## config.mk

```make
export PLATFORM = sky130hd
export DESIGN_NAME = command_source_arbiter
export DESIGN_NICKNAME = d
export VERILOG_FILES = /design/src/sv/csa_pkg.sv /design/src/sv/csa_core.sv /design/src/sv/csa_queue.sv /design/src/sv/command_source_arbiter.sv
export VERILOG_INCLUDE_DIRS = /design/src /design/src/sv
export SDC_FILE = /design/constraint.sdc
export NUM_CORES = 1
export LEC_CHECK = 0
export BUFFER_PORTS_ARGS = -buffer_cell sky130_fd_sc_hd__buf_2
export CAP_MARGIN = 5
export CORE_MARGIN = 2
export CORE_UTILIZATION = 40
export DETAILED_ROUTE_END_ITERATION = 8
export REMOVE_ABC_BUFFERS = 1
export SLEW_MARGIN = 30
export SYNTH_ARGS = -nofsm -noshare
export SYNTH_HDL_FRONTEND = slang
export SYNTH_SLANG_ARGS = --single-unit
export TNS_END_PERCENT = 10
```

## constraint.sdc

```tcl
create_clock -name clk -period 10.7 [get_ports clk]
set_input_delay 0.535 -clock clk [delete_from_list [all_inputs] [get_ports clk]]
set_output_delay 0.535 -clock clk [all_outputs]
set_load 0.02 [all_outputs]
```

## src/sv/command_source_arbiter_defines.svh

```systemverilog
// ----------------------------------------------------------------------------
// Command source arbiter assertion macros
// Shared concurrent assertion forms used by the arbiter modules.
// ----------------------------------------------------------------------------
`ifndef COMMAND_SOURCE_ARBITER_DEFINES_SVH
`define COMMAND_SOURCE_ARBITER_DEFINES_SVH

// Checked on every clock edge outside reset.
`define CSA_ASSERT(name, prop, msg) \
  name: assert property (@(posedge clk) disable iff (rst) (prop)) else $error(msg);

// Checked on every clock edge, reset included.
`define CSA_ASSERT_ALWAYS(name, prop, msg) \
  name: assert property (@(posedge clk) (prop)) else $error(msg);

`endif

```

## src/sv/csa_pkg.sv

```systemverilog
// ----------------------------------------------------------------------------
// Command source arbiter package
// Types, codes and reset values shared by the arbiter modules.
// ----------------------------------------------------------------------------
package csa_pkg;

  localparam int AGE_BITS_DEF = 16;
  localparam int CFG_W        = 16;
  localparam int CMD_W        = 64;
  localparam int PORT_W       = 2;
  localparam int OP_W         = 3;
  localparam int IDX_W        = 2;
  localparam int Q_DEPTH      = 8;
  localparam int Q_PTR_W      = $clog2(Q_DEPTH);

  localparam logic [CFG_W-1:0] OVERRIDE_RST = 16'd1000;
  localparam logic [CFG_W-1:0] FAILSAFE_RST = 16'd500;
  localparam logic [CFG_W-1:0] HOLD_RST     = 16'd1000;
  localparam logic [CFG_W-1:0] PERIOD_RST   = 16'd100;

  typedef enum logic [OP_W-1:0] {
    OP_TICK   = 3'd0,
    OP_MODE   = 3'd1,
    OP_STOP   = 3'd2,
    OP_MANUAL = 3'd3,
    OP_AUTO   = 3'd4
  } op_t;

  typedef enum logic [IDX_W-1:0] {
    REG_OVERRIDE = 2'd0,
    REG_FAILSAFE = 2'd1,
    REG_HOLD     = 2'd2,
    REG_PERIOD   = 2'd3
  } reg_idx_t;

  localparam logic [PORT_W-1:0] PORT_DRIVE = 2'd0;
  localparam logic [PORT_W-1:0] PORT_STOP  = 2'd3;
  localparam logic [PORT_W-1:0] CH_INVALID = 2'd3;

  typedef struct packed {
    logic [OP_W-1:0]   opcode;
    logic [PORT_W-1:0] channel;
    logic              auto_on;
    logic [CMD_W-1:0]  payload;
  } item_t;

  typedef struct packed {
    logic [PORT_W-1:0] port;
    logic [CMD_W-1:0]  command;
    logic              last;
  } res_t;

  // The second result is only ever pushed together with the first.
  typedef struct packed {
    logic v0;
    logic v1;
    res_t r0;
    res_t r1;
  } push_t;

endpackage

```

## src/sv/csa_core.sv

```systemverilog
// ----------------------------------------------------------------------------
// Command source arbiter decision core
// Holds the configuration and the mode and age state, and turns one
// registered item per cycle into zero, one or two results.
// ----------------------------------------------------------------------------
`include "command_source_arbiter_defines.svh"

module csa_core #(
  parameter int AGE_BITS = csa_pkg::AGE_BITS_DEF
) (
  input  logic                        clk,
  input  logic                        rst,
  input  logic                        cfg_we,
  input  logic [csa_pkg::IDX_W-1:0]   cfg_index,
  input  logic [csa_pkg::CFG_W-1:0]   cfg_data,
  input  logic                        item_valid,
  input  csa_pkg::item_t              item,
  output csa_pkg::push_t              push
);
  import csa_pkg::*;

  localparam int CMP_W = (AGE_BITS > CFG_W) ? AGE_BITS : CFG_W;
  localparam logic [AGE_BITS-1:0] AGE_MAX = {AGE_BITS{1'b1}};

  logic [CFG_W-1:0]    override_ticks;
  logic [CFG_W-1:0]    failsafe_ticks;
  logic [CFG_W-1:0]    stop_hold_ticks;
  logic [CFG_W-1:0]    check_period_ticks;

  logic                auto_enabled, auto_enabled_next;
  logic                stop_seen, stop_seen_next;
  logic [AGE_BITS-1:0] stop_age, stop_age_next;
  logic                manual_seen, manual_seen_next;
  logic [AGE_BITS-1:0] manual_age, manual_age_next;
  logic                valid_seen, valid_seen_next;
  logic [AGE_BITS-1:0] valid_age, valid_age_next;
  logic [CFG_W-1:0]    check_phase, check_phase_next;

  logic [AGE_BITS-1:0] stop_age_inc, manual_age_inc, valid_age_inc;
  logic [CFG_W-1:0]    phase_inc;
  logic                hold_active, override_active, stale;

  assign stop_age_inc   = (stop_age == AGE_MAX) ? stop_age : stop_age + 1'b1;
  assign manual_age_inc = (manual_age == AGE_MAX) ? manual_age : manual_age + 1'b1;
  assign valid_age_inc  = (valid_age == AGE_MAX) ? valid_age : valid_age + 1'b1;
  assign phase_inc      = check_phase + 1'b1;

  assign hold_active     = stop_seen && (CMP_W'(stop_age) < CMP_W'(stop_hold_ticks));
  assign override_active = manual_seen && (CMP_W'(manual_age) < CMP_W'(override_ticks));
  assign stale           = valid_seen && (CMP_W'(valid_age_inc) > CMP_W'(failsafe_ticks));

  always_ff @(posedge clk) begin
    if (rst) begin
      override_ticks     <= OVERRIDE_RST;
      failsafe_ticks     <= FAILSAFE_RST;
      stop_hold_ticks    <= HOLD_RST;
      check_period_ticks <= PERIOD_RST;
    end else if (cfg_we) begin
      unique case (reg_idx_t'(cfg_index))
        REG_OVERRIDE: override_ticks     <= cfg_data;
        REG_FAILSAFE: failsafe_ticks     <= cfg_data;
        REG_HOLD:     stop_hold_ticks    <= cfg_data;
        REG_PERIOD:   check_period_ticks <= cfg_data;
        default: ;
      endcase
    end
  end

  always_comb begin
    auto_enabled_next = auto_enabled;
    stop_seen_next    = stop_seen;
    stop_age_next     = stop_age;
    manual_seen_next  = manual_seen;
    manual_age_next   = manual_age;
    valid_seen_next   = valid_seen;
    valid_age_next    = valid_age;
    check_phase_next  = check_phase;
    push              = '0;
    if (item_valid) begin
      unique case (op_t'(item.opcode))
        OP_TICK: begin
          if (stop_seen) stop_age_next = stop_age_inc;
          if (manual_seen) manual_age_next = manual_age_inc;
          if (valid_seen) valid_age_next = valid_age_inc;
          if (phase_inc >= check_period_ticks) begin
            check_phase_next = '0;
            if (stale) begin
              push.v0 = 1'b1;
              push.r0 = '{port: PORT_DRIVE, command: '0, last: 1'b1};
            end
          end else begin
            check_phase_next = phase_inc;
          end
        end
        OP_MODE: begin
          auto_enabled_next = item.auto_on;
        end
        OP_STOP: begin
          stop_seen_next = 1'b1;
          stop_age_next  = '0;
          push.v0 = 1'b1;
          push.r0 = '{port: PORT_STOP, command: item.payload, last: 1'b0};
          push.v1 = 1'b1;
          push.r1 = '{port: PORT_DRIVE, command: '0, last: 1'b1};
        end
        OP_MANUAL: begin
          if (item.channel != CH_INVALID) begin
            manual_seen_next = 1'b1;
            manual_age_next  = '0;
            valid_seen_next  = 1'b1;
            valid_age_next   = '0;
            if (!hold_active) begin
              push.v0 = 1'b1;
              push.r0 = '{port: item.channel, command: item.payload, last: 1'b1};
            end
          end
        end
        OP_AUTO: begin
          if (item.channel != CH_INVALID && auto_enabled && !hold_active &&
              !override_active) begin
            valid_seen_next = 1'b1;
            valid_age_next  = '0;
            push.v0 = 1'b1;
            push.r0 = '{port: item.channel, command: item.payload, last: 1'b1};
          end
        end
        default: ;
      endcase
    end
  end

  always_ff @(posedge clk) begin
    if (rst) begin
      auto_enabled <= 1'b0;
      stop_seen    <= 1'b0;
      stop_age     <= '0;
      manual_seen  <= 1'b0;
      manual_age   <= '0;
      valid_seen   <= 1'b0;
      valid_age    <= '0;
      check_phase  <= '0;
    end else begin
      auto_enabled <= auto_enabled_next;
      stop_seen    <= stop_seen_next;
      stop_age     <= stop_age_next;
      manual_seen  <= manual_seen_next;
      manual_age   <= manual_age_next;
      valid_seen   <= valid_seen_next;
      valid_age    <= valid_age_next;
      check_phase  <= check_phase_next;
    end
  end

  `CSA_ASSERT(a_pair_order, push.v1 |-> push.v0, "second result without a first")
  `CSA_ASSERT(a_stop_pair, push.v1 |-> (push.r0.port == PORT_STOP && !push.r0.last && push.r1.last), "stop results malformed")
  `CSA_ASSERT(a_stop_restart, push.v1 |=> (stop_seen && stop_age == '0), "stop did not restart the hold")
  `CSA_ASSERT(a_auto_gated, (push.v0 && item.opcode == OP_AUTO) |-> (auto_enabled && !hold_active), "autonomous item passed a closed gate")

endmodule

```

## src/sv/csa_queue.sv

```systemverilog
// ----------------------------------------------------------------------------
// Command source arbiter result queue
// Small register queue that takes up to two results a cycle and hands one
// result a cycle to the output stream while the output is ready.
// ----------------------------------------------------------------------------
`include "command_source_arbiter_defines.svh"

module csa_queue (
  input  logic                        clk,
  input  logic                        rst,
  input  csa_pkg::push_t              push,
  input  logic                        pop,
  output csa_pkg::res_t               head,
  output logic [csa_pkg::Q_PTR_W:0]   level
);
  import csa_pkg::*;

  res_t                 mem [Q_DEPTH];
  logic [Q_PTR_W-1:0]   wr_ptr, rd_ptr;
  logic [Q_PTR_W:0]     level_next;
  logic                 do_pop;

  assign do_pop = pop && (level != '0);
  assign head   = mem[rd_ptr];

  always_comb begin
    level_next = level;
    if (push.v0) level_next = level_next + 1'b1;
    if (push.v1) level_next = level_next + 1'b1;
    if (do_pop)  level_next = level_next - 1'b1;
  end

  always_ff @(posedge clk) begin
    if (push.v0) mem[wr_ptr] <= push.r0;
    if (push.v1) mem[wr_ptr + 1'b1] <= push.r1;
  end

  always_ff @(posedge clk) begin
    if (rst) begin
      wr_ptr <= '0;
      rd_ptr <= '0;
      level  <= '0;
    end else begin
      if (push.v1) wr_ptr <= wr_ptr + 2'd2;
      else if (push.v0) wr_ptr <= wr_ptr + 1'b1;
      if (do_pop) rd_ptr <= rd_ptr + 1'b1;
      level <= level_next;
    end
  end

  `CSA_ASSERT(a_no_overflow, level <= (Q_PTR_W+1)'(Q_DEPTH), "result queue overflow")
  `CSA_ASSERT(a_push_room, push.v0 |-> level <= (Q_PTR_W+1)'(Q_DEPTH - 2), "push without room")
  `CSA_ASSERT_ALWAYS(a_reset_empty, rst |=> level == '0, "queue not empty after reset")

endmodule

```

## src/sv/command_source_arbiter.sv

```systemverilog
// An accepted item is registered in the input stage; the core's results for it are
// written into the result queue, whose head drives the output stream.
// Throughput: one item per cycle; a stop yields two results, drained one per cycle
// by the eight-entry queue while m_tready is high; input ready drops as it fills.
// Reset (synchronous, active high) restores the default registers, clears all
// mode and age state and empties the input stage and the result queue.
// ----------------------------------------------------------------------------
// Command source arbiter
// Priority command multiplexer with stop hold, manual override and watchdog.
// ----------------------------------------------------------------------------
module command_source_arbiter #(
  parameter int AGE_BITS = csa_pkg::AGE_BITS_DEF
) (
  input  logic                        clk,
  input  logic                        rst,
  input  logic                        cfg_we,
  input  logic [csa_pkg::IDX_W-1:0]   cfg_index,
  input  logic [csa_pkg::CFG_W-1:0]   cfg_data,
  input  logic                        s_tvalid,
  output logic                        s_tready,
  input  logic [71:0]                 s_tdata,   // auto_on, payload[63:0], zero fill
  input  logic [4:0]                  s_tuser,   // opcode[2:0], channel[1:0]
  output logic                        m_tvalid,
  input  logic                        m_tready,
  output logic [63:0]                 m_tdata,   // command[63:0]
  output logic [1:0]                  m_tuser,   // port[1:0]
  output logic                        m_tlast
);
  import csa_pkg::*;

  logic                 item_valid;
  item_t                item;
  push_t                push;
  res_t                 head;
  logic [Q_PTR_W:0]     level;
  logic [Q_PTR_W+1:0]   committed;

  // Results already queued plus the worst case of the item in the input stage.
  assign committed = (Q_PTR_W+2)'(level) + (item_valid ? (Q_PTR_W+2)'(2) : '0);
  assign s_tready  = committed <= (Q_PTR_W+2)'(Q_DEPTH - 2);

  always_ff @(posedge clk) begin
    if (rst) begin
      item_valid <= 1'b0;
    end else begin
      item_valid <= s_tvalid && s_tready;
    end
  end

  always_ff @(posedge clk) begin
    if (s_tvalid && s_tready) begin
      item.opcode  <= s_tuser[OP_W-1:0];
      item.channel <= s_tuser[OP_W+PORT_W-1:OP_W];
      item.auto_on <= s_tdata[0];
      item.payload <= s_tdata[CMD_W:1];
    end
  end

  csa_core #(
    .AGE_BITS(AGE_BITS)
  ) u_core (
    .clk        (clk),
    .rst        (rst),
    .cfg_we     (cfg_we),
    .cfg_index  (cfg_index),
    .cfg_data   (cfg_data),
    .item_valid (item_valid),
    .item       (item),
    .push       (push)
  );

  csa_queue u_queue (
    .clk   (clk),
    .rst   (rst),
    .push  (push),
    .pop   (m_tready),
    .head  (head),
    .level (level)
  );

  assign m_tvalid = level != '0;
  assign m_tdata  = head.command;
  assign m_tuser  = head.port;
  assign m_tlast  = head.last;

endmodule

```

==> impl_metrics.env <==
export IMPL_finalCritPeriodShare_pct=60.73
export IMPL_ant_nets=0
export IMPL_io_pins=169
export IMPL_slew_headroom_pct=34.06
export IMPL_core_area_sq_um=83690
export IMPL_ys_seq_area_share_pct=46.83
export IMPL_cp_end_kind="flip-flop"
export IMPL_power_density_nw_per_um2=170.7
export IMPL_root_buffer="clkbuf_16"
export IMPL_htree_levels=3
export IMPL_critical_path_peak_fanout=38
export IMPL_slew_violations=0
export IMPL_switchingPower_uw=1633
export IMPL_netlist_instances=3538
export IMPL_dieArea_sq_um=86870
export IMPL_die_w_um=294.7
export IMPL_p_leak_uw=0.01410
export IMPL_worst_slew_pin_transition_ps=989.1
export IMPL_p_comb_share_pct=8.9
export IMPL_synth_top_flop_cell="dfxtp_1"
export IMPL_antenna_cells=0
export IMPL_overflow=0
export IMPL_async_reset_ff_share_pct=0
export IMPL_grtUsageTotal_pct=21.57
export IMPL_switching_share_pct=25.16
export IMPL_ys_types=64
export IMPL_maxCapViolations=0
export IMPL_rows=106
export IMPL_hold_path_class="in2reg"
export IMPL_antenna_found_initial=3
export IMPL_power_frac_clock_pct=44.8
export IMPL_p_int_uw=4859
export IMPL_rsz0062_at_grt="no"
export IMPL_ir_worst_vdd_mv=0.1246
export IMPL_hpwl_um=53460
export IMPL_ctsResizeCount=0
export IMPL_cp_data_arrival_time_ps=7020
export IMPL_required_ps=11220
export IMPL_clk_pin_slew_worst_paths_ps=60
export IMPL_synth_edff_count=78
export IMPL_wl_per_cell_um=20.01
export IMPL_synth_seq_cells=752
export IMPL_postCtsSetupBuffers=0
export IMPL_avgSynthCellArea_sq_um=9.557
export IMPL_clock_path_buffers=3
export IMPL_max_freq_mhz=153.9
export IMPL_skew_ps=61.02
export IMPL_fin_tns_setup_ps=0
export IMPL_instances_no_fill=4724
export IMPL_grt_max_degree=106
export IMPL_drc=0
export IMPL_clock_sinks=752
export IMPL_layout_drive_gt1_share_pct=16.10
export IMPL_holdBufCountCts=0
export IMPL_cts_buffers=83
export IMPL_dp_cells=4573
export IMPL_numPortBuffers=161
export IMPL_nets=3702
export IMPL_cts_tree="yes"
export IMPL_vias_per_cell=5.300
export IMPL_wirelength_um=94550
export IMPL_start_util_pct=40.40
export IMPL_outcome="complete, no violations"
export IMPL_vias=25040
export IMPL_dr_pass1_iters=5
export IMPL_area_growth_pct=12.48
export IMPL_routabilityCongestion=0.7698
export IMPL_grt_pass1_vias=24300
export IMPL_ys_warn_count=0
export IMPL_die_height_um=294.7
export IMPL_drt_iter0_drc=1711
export IMPL_finalHoldViolations=0
export IMPL_holdWs_ps=51.34
export IMPL_finalSetupViolations=0
export IMPL_synth_area_sq_um=33810
export IMPL_grt_pass1_wl_um=145100
export IMPL_cp_start_kind="flip-flop"
export IMPL_finalPower_uw=6492
export IMPL_p_seq_share_pct=46.2
export IMPL_period_needed_ps=6498
export IMPL_crit_type="reg2reg"
export IMPL_clk_latency_ps=660
[final cells by class]
cell class	instances	area, sq um
Clock buffer	117	2396
Clock inverter	33	404.1
Fill cell	7884	45660
Inverter	78	292.8
Multi-Input combinational cell	2407	16360
Sequential cell	752	15850
Tap cell	1134	1419
Timing Repair Buffer	203	1309
[Yosys cell counts (38+ instances only)]
master,instances,share of area [%]
nor2_1,381,4.2
edfxtp_1,78,6.9
and2_1,71,1.3
clkbuf_1,166,1.8
ha_1,77,2.8
dfxtp_1,674,40
a21oi_1,365,5.4
buf_2,67,0.99
nand2_1,697,7.7
mux2_2,69,2.3
mux4_2,134,8.9
o21ai_0,38,0.56
inv_1,77,0.85
mux2i_1,269,8.0
xor2_1,40,1.0
[critical path, stage by stage (launching register included)]
cell and delay (ps):
dfxtp_1 390, ha_1 240, and3_1 260, and3_1 260, and3_1 280, and2_1 250
nand3_1 110, xnor2_1 150, ha_1 300, nand4_1 120, nor2_1 130, o2111ai_1 140
o21ai_2 560, o211ai_1 460, a21oi_4 600, and3b_4 880, buf_4 830, mux2i_1 300
nor2_1 70
[routing by layer]
metal  vias to the layer above  part of all wire [%]  wire length, um  GRT usage [%]
met2                       705                    47            44610          35.47
met3                       147                   5.7             5371          3.408
met1                     12150                    45            42410          29.36
met4                         2                   2.3             2146          5.948
met5                         -                0.0085                8              0
li1                      12030                     -                -              -
[per-stage QoR]
step	util [%]	area, sq um	worst slack [ps]
2_1_floorplan	-	32330	3646
3_3_place_gp	41.77	34950	3549
3_5_place_dp	42.05	35190	3942
4_1_cts	45.40	37990	3890
5_1_grt	45.44	38030	3673
6_report	45.44	38030	4202
[logic make-up after synthesis]
family,synth area share [%]
and+or+nand+nor,16.27
xor gates and xnor gates,1.554
AOI/OAI and AO/OA,8.048
DFF,46.83
muxes,19.19
adders and majority gates,2.849
buffers and inverters,5.258
[cell usage in the layout (no fill, tap or decap), types with 26 or more instances in the layout]
cell type  Yosys  routed
o21ai_0       38      38
mux2i_1      269     269
a21oi_1      365     365
ha_1          77      77
edfxtp_1      78      78
buf_2         67     161
buf_4         30      26
xor2_1        40      40
nand3_1       33      31
nand2_1      697     697
inv_1         77      77
nor2_1       381     373
and2_1        71      70
dfxtp_1      674     671
mux2_2        69      69
mux4_2       134     134
clkbuf_16      0      84
[flip-flops by register name (all words and copies together), names as in the netlist, 4 cells and up, named ones only]
| signal | cells |
|---|---|
| u_core.override_ticks | 16 |
| u_core.check_phase | 16 |
| u_core.manual_age | 16 |
| u_queue.level | 4 |
| u_queue.mem | 536 |
| u_core.failsafe_ticks | 16 |
| u_core.stop_age | 16 |
| u_core.check_period_ticks | 16 |
| item | 70 |
| u_core.stop_hold_ticks | 16 |
| u_core.valid_age | 16 |
[path summary, 6_finish.rpt]
| kind | depth (start not counted) | from | endpoint | slack, ps |
|---|---|---|---|---|
| hold / removal | 1 | s_tdata[17] | item[16] | 50 |
| setup / recovery | 18 | u_core.check_phase[0] | u_queue.mem[0][7] | 4200 |
| hold reg to reg | 2 | u_queue.mem[3][59] | u_queue.mem[3][59] | 450 |
| setup reg to reg | 18 | u_core.check_phase[0] | u_queue.mem[0][7] | 4200 |
[power by group through the flow]
stage                     Combinational, uW  Sequential (uW)  Clock, uW
final                                   579             3000       2910
after global routing                    634             3010       3080
after CTS                               582             3000       2970
after detailed placement                580             3060          0
after global placement                  575             3060          0
after floorplan                         352             3120          0
Note: power is estimated with default switching activity, not from simulation.
